===== src/design/asgr_pkg.sv =====
// Package for the ANSI SGR red/blue swap filter.
// Holds the byte codes, parse modes, burst type and the color index swap.
// No dependencies.
`timescale 1ns / 1ps

package asgr_pkg;

    localparam logic [7:0] ESC_BYTE   = 8'd27;
    localparam logic [7:0] LBRACKET   = 8'h5B;
    localparam logic [7:0] SEMICOLON  = 8'h3B;
    localparam logic [7:0] CHAR_0     = 8'h30;
    localparam logic [7:0] CHAR_9     = 8'h39;
    localparam logic [7:0] NUL_BYTE   = 8'h00;

    localparam logic [1:0] MODE_PLAIN = 2'd0;
    localparam logic [1:0] MODE_ESC   = 2'd1;
    localparam logic [1:0] MODE_SEQ   = 2'd2;

    localparam logic [15:0] PARAM_MAX = 16'hFFFF;

    localparam int BURST_MAX = 6;
    localparam int LEN_W     = 3;
    localparam int DIGITS    = 5;

    localparam logic [15:0] FG_LO     = 16'd30;
    localparam logic [15:0] FG_HI     = 16'd37;
    localparam logic [15:0] BG_LO     = 16'd40;
    localparam logic [15:0] BG_HI     = 16'd47;
    localparam logic [15:0] FG_BR_LO  = 16'd90;
    localparam logic [15:0] FG_BR_HI  = 16'd97;
    localparam logic [15:0] BG_BR_LO  = 16'd100;
    localparam logic [15:0] BG_BR_HI  = 16'd107;

    typedef logic [7:0] t_byte;
    typedef logic [DIGITS-1:0][3:0] t_bcd;

    typedef struct packed {
        logic [BURST_MAX-1:0][7:0] data;
        logic [LEN_W-1:0]          len;
    } t_burst;

    // Exchanges bits 0 and 2 of a color index; bit 1 stays.
    function automatic logic [3:0] swap_ones(input logic [3:0] d);
        return {1'b0, d[0], d[1], d[2]};
    endfunction

endpackage


===== src/design/asgr_parse.sv =====
// Parser state and burst builder of the ANSI SGR red/blue swap filter.
// Keeps the parameter both in binary and in BCD; depends on asgr_pkg.
`timescale 1ns / 1ps

module asgr_parse (
    input  logic            i_clk,
    input  logic            i_rst_n,
    input  asgr_pkg::t_byte i_byte,
    input  logic            i_accept,
    output asgr_pkg::t_burst o_burst
);
    import asgr_pkg::*;

    logic [1:0]  r_mode, n_mode;
    logic [15:0] r_val,  n_val;
    t_bcd        r_bcd,  n_bcd;
    logic        r_seen, n_seen;

    logic [19:0]      acc;
    logic             sat;
    logic [3:0]       dig;
    logic             is_digit;
    logic             is_color;
    t_bcd             code_bcd;
    logic [LEN_W-1:0] code_w;
    logic [LEN_W-1:0] code_len;
    logic             tail_en;
    t_byte            tail;
    logic [LEN_W-1:0] idx;
    t_burst           burst;

    assign is_digit = (i_byte >= CHAR_0) && (i_byte <= CHAR_9);
    assign dig      = i_byte[3:0];
    assign acc      = ({4'd0, r_val} << 3) + ({4'd0, r_val} << 1) + {16'd0, dig};
    assign sat      = acc[19:16] != 4'd0;

    assign is_color = ((r_val >= FG_LO)    && (r_val <= FG_HI))
                   || ((r_val >= BG_LO)    && (r_val <= BG_HI))
                   || ((r_val >= FG_BR_LO) && (r_val <= FG_BR_HI))
                   || ((r_val >= BG_BR_LO) && (r_val <= BG_BR_HI));

    always_comb begin
        code_bcd = r_bcd;
        if (is_color) begin
            code_bcd[0] = swap_ones(r_bcd[0]);
        end
    end

    // Number of significant decimal digits, at least one.
    always_comb begin
        priority if (r_bcd[4] != 4'd0) begin
            code_w = 3'd5;
        end else if (r_bcd[3] != 4'd0) begin
            code_w = 3'd4;
        end else if (r_bcd[2] != 4'd0) begin
            code_w = 3'd3;
        end else if (r_bcd[1] != 4'd0) begin
            code_w = 3'd2;
        end else begin
            code_w = 3'd1;
        end
    end

    always_comb begin
        n_mode   = r_mode;
        n_val    = r_val;
        n_bcd    = r_bcd;
        n_seen   = r_seen;
        code_len = '0;
        tail_en  = 1'b0;
        tail     = i_byte;
        burst    = '0;
        idx      = '0;

        unique case (r_mode)
            MODE_ESC: begin
                burst.data[0] = ESC_BYTE;
                if (i_byte == LBRACKET) begin
                    burst.data[1] = LBRACKET;
                    burst.len     = 3'd2;
                    n_mode        = MODE_SEQ;
                    n_val         = '0;
                    n_bcd         = '0;
                    n_seen        = 1'b0;
                end else if (i_byte == ESC_BYTE) begin
                    burst.len = 3'd1;
                end else begin
                    burst.data[1] = i_byte;
                    burst.len     = (i_byte != NUL_BYTE) ? 3'd2 : 3'd1;
                    n_mode        = MODE_PLAIN;
                end
            end
            MODE_SEQ: begin
                if (is_digit) begin
                    n_seen = 1'b1;
                    if (sat) begin
                        n_val = PARAM_MAX;
                        n_bcd = {4'd6, 4'd5, 4'd5, 4'd3, 4'd5};
                    end else begin
                        n_val = acc[15:0];
                        n_bcd = {r_bcd[3:0], dig};
                    end
                end else begin
                    if (i_byte == SEMICOLON) begin
                        code_len = code_w;
                        tail_en  = 1'b1;
                    end else begin
                        code_len = r_seen ? code_w : 3'd0;
                        tail_en  = i_byte != NUL_BYTE;
                        n_mode   = MODE_PLAIN;
                    end
                    n_val  = '0;
                    n_bcd  = '0;
                    n_seen = 1'b0;
                end
                // Code digits first, most significant first, then the tail byte.
                for (int j = 0; j < BURST_MAX; j++) begin
                    idx = 3'(code_len - 3'(j) - 3'd1);
                    if (3'(j) < code_len) begin
                        burst.data[j] = {4'h3, code_bcd[idx]};
                    end else begin
                        burst.data[j] = tail;
                    end
                end
                burst.len = code_len + {2'd0, tail_en};
            end
            default: begin
                // Plain text; the unused mode code behaves the same.
                n_mode        = (i_byte == ESC_BYTE) ? MODE_ESC : MODE_PLAIN;
                burst.data[0] = i_byte;
                burst.len     = ((i_byte != ESC_BYTE) && (i_byte != NUL_BYTE)) ? 3'd1 : 3'd0;
            end
        endcase
    end

    assign o_burst = burst;

    always_ff @(posedge i_clk) begin
        if (!i_rst_n) begin
            r_mode <= MODE_PLAIN;
            r_val  <= '0;
            r_bcd  <= '0;
            r_seen <= 1'b0;
        end else if (i_accept) begin
            r_mode <= n_mode;
            r_val  <= n_val;
            r_bcd  <= n_bcd;
            r_seen <= n_seen;
        end
    end

endmodule


===== src/design/ansi_sgr_red_blue_swap_filter_top.sv =====
// Top level of the ANSI SGR red/blue swap filter.
// Instantiates asgr_parse and holds the output burst register; uses asgr_pkg.
`timescale 1ns / 1ps

// The block rewrites a terminal byte stream. Input bytes arrive as beats on
// the i_in_valid / o_in_ready channel; rewritten bytes leave as beats on the
// o_out_valid / i_out_ready channel, with o_last high on the final byte that
// one input byte produced. An input byte yields zero to six output bytes.
//
// Each accepted input byte is parsed as it is taken: the parser updates
// its mode and parameter registers and builds the whole burst of output
// bytes, which is loaded into the burst register. The first output byte is
// visible in the cycle after the input beat. The burst register drains one
// byte per cycle while the receiver is ready, so input runs at one byte per
// cycle while bursts hold one byte; a longer burst holds the next input.
// A new input beat is taken in the same cycle that the last byte of the
// previous burst is taken. A byte with no output waits for that drain like
// any other byte, and once taken it leaves the burst register empty.
//
// When the receiver stalls, the pending byte holds on o_out_byte and input
// beats wait once the burst register is full. Synchronous reset puts the
// parser back in plain text mode with an empty parameter and empties the
// burst register; no output beat is presented after reset.

module ansi_sgr_red_blue_swap_filter_top (
    input  logic       i_clk,
    input  logic       i_rst_n,
    input  logic       i_in_valid,
    output logic       o_in_ready,
    input  logic [7:0] i_in_byte,
    output logic       o_out_valid,
    input  logic       i_out_ready,
    output logic [7:0] o_out_byte,
    output logic       o_last
);
    import asgr_pkg::*;

    t_burst                    burst;
    logic [BURST_MAX-1:0][7:0] r_data;
    logic [LEN_W-1:0]          r_len;
    logic [LEN_W-1:0]          r_idx;
    logic                      at_last;
    logic                      in_fire;
    logic                      out_fire;

    asgr_parse u_parse (
        .i_clk    (i_clk),
        .i_rst_n  (i_rst_n),
        .i_byte   (i_in_byte),
        .i_accept (in_fire),
        .o_burst  (burst)
    );

    // The burst register is empty when its length is zero.
    assign o_out_valid = r_len != '0;
    assign at_last     = r_idx == (r_len - 3'd1);
    assign out_fire    = o_out_valid && i_out_ready;

    // Room for a new burst when empty, or when the last byte leaves now.
    assign o_in_ready  = (r_len == '0) || (i_out_ready && at_last);
    assign in_fire     = i_in_valid && o_in_ready;

    assign o_out_byte  = r_data[r_idx];
    assign o_last      = at_last;

    always_ff @(posedge i_clk) begin
        if (!i_rst_n) begin
            r_len <= '0;
            r_idx <= '0;
        end else if (in_fire) begin
            r_len <= burst.len;
            r_idx <= '0;
        end else if (out_fire) begin
            if (at_last) begin
                r_len <= '0;
                r_idx <= '0;
            end else begin
                r_idx <= r_idx + 3'd1;
            end
        end
    end

    // Payload of the burst register needs no reset.
    always_ff @(posedge i_clk) begin
        if (in_fire) begin
            r_data <= burst.data;
        end
    end

endmodule


===== config.mk =====
export PLATFORM = sky130hd
export DESIGN_NAME = ansi_sgr_red_blue_swap_filter_top
export DESIGN_NICKNAME = d
export VERILOG_FILES = /design/src/design/asgr_pkg.sv /design/src/design/asgr_parse.sv /design/src/design/ansi_sgr_red_blue_swap_filter_top.sv
export SDC_FILE = /design/constraint.sdc
export NUM_CORES = 1
export LEC_CHECK = 0
export BUFFER_PORTS_ARGS = -buffer_cell sky130_fd_sc_hd__buf_2
export CELL_PAD_IN_SITES_DETAIL_PLACEMENT = 0
export CELL_PAD_IN_SITES_GLOBAL_PLACEMENT = 1
export CORE_MARGIN = 2
export CORE_UTILIZATION = 50
export CTS_BUF_LIST = sky130_fd_sc_hd__clkbuf_16
export DETAILED_ROUTE_END_ITERATION = 10
export PLACE_DENSITY_LB_ADDON = 0.15
export SKIP_LAST_GASP = 1
export SYNTH_ARGS = -nofsm -noshare
export SYNTH_HDL_FRONTEND = slang
export SYNTH_SLANG_ARGS = --single-unit
export TNS_END_PERCENT = 5

===== constraint.sdc =====
create_clock -name i_clk -period 4.25 [get_ports i_clk]
set_clock_uncertainty 0.1 [all_clocks]
set_input_delay 0.425 -clock i_clk [delete_from_list [all_inputs] [get_ports i_clk]]
set_output_delay 0.425 -clock i_clk [all_outputs]
set_load 0.01 [all_outputs]

==> impl_metrics.env <==
export IMPL_leakage_uw=0.00273
export IMPL_cts_sinks=92
export IMPL_synth_main_ff_cell="edfxtp_1"
export IMPL_synth_area_mm2=0.00642
export IMPL_routed_wl_um=16300
export IMPL_insertion_delay_ps=340
export IMPL_grt_setup_unrepaired="no"
export IMPL_num_vias=5249
export IMPL_dr_pass1_iters=5
export IMPL_die_w_um=117
export IMPL_place_inst=840
export IMPL_cts_repair_resized=0
export IMPL_antenna_found_initial=0
export IMPL_cp_top_family="compound AO/OA/AOI/OAI gates"
export IMPL_drv_cap=0
export IMPL_crit_required_ps=4350
export IMPL_cpMaxStageDelayCell="a211o_1"
export IMPL_critPathMaxStageDelay_ps=490
export IMPL_io_pins=23
export IMPL_antenna_left=0
export IMPL_min_path_type="in2reg"
export IMPL_cp_end_kind="register"
export IMPL_portBuffers=22
export IMPL_grt_overflow=0
export IMPL_worst_path_buf_inv=3
export IMPL_post_route_min_period_ps=3660
export IMPL_antenna_cells=0
export IMPL_std_cell_rows=41
export IMPL_hold_buffers=0
export IMPL_synth_cell_types=78
export IMPL_status="finished, final reports clean"
export IMPL_path_cells="inv_1, fa_1, inv_1, ha_1, a211oi_1, o21ai_1, a21oi_1, o21ai_0, a211o_1, a21oi_2, buf_4, o21ai_0"
export IMPL_async_reset_ff_share_pct=0
export IMPL_tightest_slew_ps=870
export IMPL_area_growth_pct=8.81
export IMPL_initial_core_util_pct=51.1
export IMPL_mostFrequentLayoutCells="nand2_1 (55), nor2_1 (50), o21ai_0 (49)"
export IMPL_wl_per_cell_um=19.0
export IMPL_finalMaxSlewViolations=0
export IMPL_grt_pass1_vias=5094
export IMPL_cp_data_arrival_time_ps=3760
export IMPL_power_density_mw_per_mm2=260
export IMPL_synth_edff_count=48
export IMPL_instances_no_fill=856
export IMPL_r2r_start="u_parse.r_val[2]$_SDFFE_PN0P_"
export IMPL_synth_cells=668
export IMPL_critPathLaunchType="register"
export IMPL_ys_warn_count=0
export IMPL_grt_max_degree=51
export IMPL_cts_made_buffers=9
export IMPL_synth_seq_cells=92
export IMPL_placed_area_mm2=0.00672
export IMPL_grt_use_total_pct=24.1
export IMPL_cts_tree="built"
export IMPL_fin_tns_setup_ps=0
export IMPL_fmax_ghz=0.273
export IMPL_grt_pass1_wl_um=26700
export IMPL_cts_max_level=3
export IMPL_slew_headroom_pct=42.0
export IMPL_cts_clk_slew_worst_paths_ps=60
export IMPL_root_buffer="clkbuf_16"
export IMPL_drc=0
export IMPL_ys_seq_area_share_pct=36.2
export IMPL_fp_dieH_um=117
export IMPL_globalplace_congestion=0.880
export IMPL_final_area_mm2=0.00699
export IMPL_post_cts_buffers=0
export IMPL_startpoint="u_parse.r_val[2]$_SDFFE_PN0P_"
export IMPL_final_nets=740
export IMPL_fill_cells=1169
export IMPL_first_iter_violations=391
export IMPL_setup_viol=0
export IMPL_critical_path_peak_fanout=23
export IMPL_hold_start="i_rst_n"
export IMPL_layout_commonest_cell="nand2_1"
export IMPL_final_core_util_pct=55.6
export IMPL_dp_hpwl_um=12000
export IMPL_die_area_mm2=0.0138
export IMPL_drt_vias_per_instance=6.13
export IMPL_timing_final_crit_share_pct=86.0
export IMPL_drive_above_1_share_pct=13.5
export IMPL_syn_nets=729
export IMPL_critPathKind="reg2reg"
export IMPL_core_mm2=0.0126
export IMPL_ir_drop_v=0.000138
export IMPL_final_hold_viol_count=0
export IMPL_clk_path_buf_depth=2
export IMPL_syn_area_per_cell_um2=9.61
[cells by family after synthesis]
logic type	count (synthesis)	share of synthesized area, %
AOI/OAI and AO/OA	217	23.9
and+or+nand+nor	179	14.5
DFF	92	36.2
buffers and inverters	79	4.89
adders and majority gates	50	9.94
muxes	33	7.97
xor gates and xnor gates	18	2.67
[final cells by class]
class	count	area (um^2)	share of cell area (%)
Clock buffer	9	225	3.22
Clock inverter	7	43.8	0.627
Inverter	39	146	2.10
Timing Repair Buffer	40	245	3.51
Tap cell	172	215	3.08
Sequential cell	92	2320	33.2
Multi-Input combinational cell	497	3790	54.2
[final timing paths]
kind                               endpoint  cells past startpoint  slack, ps
max           u_parse.r_val[1]$_SDFFE_PN0P_                     12        590
min reg2reg  u_parse.r_mode[1]$_SDFFE_PN0P_                      2        410
max reg2reg   u_parse.r_val[1]$_SDFFE_PN0P_                     12        590
min             u_parse.r_seen$_SDFFE_PN0P_                      2        300
[report_power, final]
group          switching [uW]  leakage [uW]  total (uW)  internal (uW)
sequential               7.70      0.000831         969            961
combinational            73.5       0.00178         116           42.7
clock                     341      0.000127         734            393
[worst register-to-register path, stage by stage (launching register included)]
cell	delay, ps
dfxtp_1	440
inv_1	110
fa_1	480
inv_1	60
ha_1	310
a211oi_1	380
o21ai_1	190
a21oi_1	220
o21ai_0	160
a211o_1	490
a21oi_2	180
buf_4	260
o21ai_0	140
[flip-flops by register name, summed over array words and instances, names as in the netlist]
register,flops
r_data,48
r_idx,3
r_len,3
u_parse.code_bcd,16
u_parse.r_bcd,4
u_parse.r_mode,2
u_parse.r_seen,1
u_parse.r_val,15
[metrics by stage]
| step | hold slack [ps] | power [uW] | worst slack, ps |
|---|---|---|---|
| 2_1_floorplan | 356 | 1070 | 415 |
| 3_3_place_gp | 372 | 1100 | 340 |
| 3_5_place_dp | 393 | 1110 | 286 |
| 4_1_cts | 285 | 1840 | 596 |
| 5_1_grt | 298 | 1890 | 261 |
| 6_report | 301 | 1820 | 593 |
[per-layer routing]
metal  vias to the layer above  GRT usage, %  wire length [um]
met5                         -             0                 0
met4                         0          9.86               532
met3                        39          2.77               529
met2                       121          41.8              8110
met1                      2527          30.7              7130
li1                       2562             -                 -
[cell usage after synthesis (7+ instances only)]
master / instances / area [um^2]
xnor2_1: 13 / 114
edfxtp_1: 48 / 1440
mux4_2: 13 / 293
buf_2: 8 / 40.0
a32o_1: 10 / 100
nor3_1: 7 / 35.0
nand3_1: 8 / 40.0
a21o_1: 10 / 75.1
a31oi_1: 7 / 43.8
nor2_1: 50 / 188
o22ai_1: 10 / 62.6
nand2_1: 55 / 206
a21oi_1: 38 / 190
ha_1: 47 / 588
clkbuf_1: 29 / 109
a22oi_1: 20 / 150
inv_1: 36 / 135
nor2b_1: 11 / 68.8
and2_1: 8 / 50.1
a211oi_1: 19 / 143
o211ai_1: 7 / 52.6
dfxtp_1: 44 / 881
o21ai_0: 49 / 245
nand4_1: 8 / 50.1
mux2i_1: 17 / 170
(Power assumes the default switching activity.)
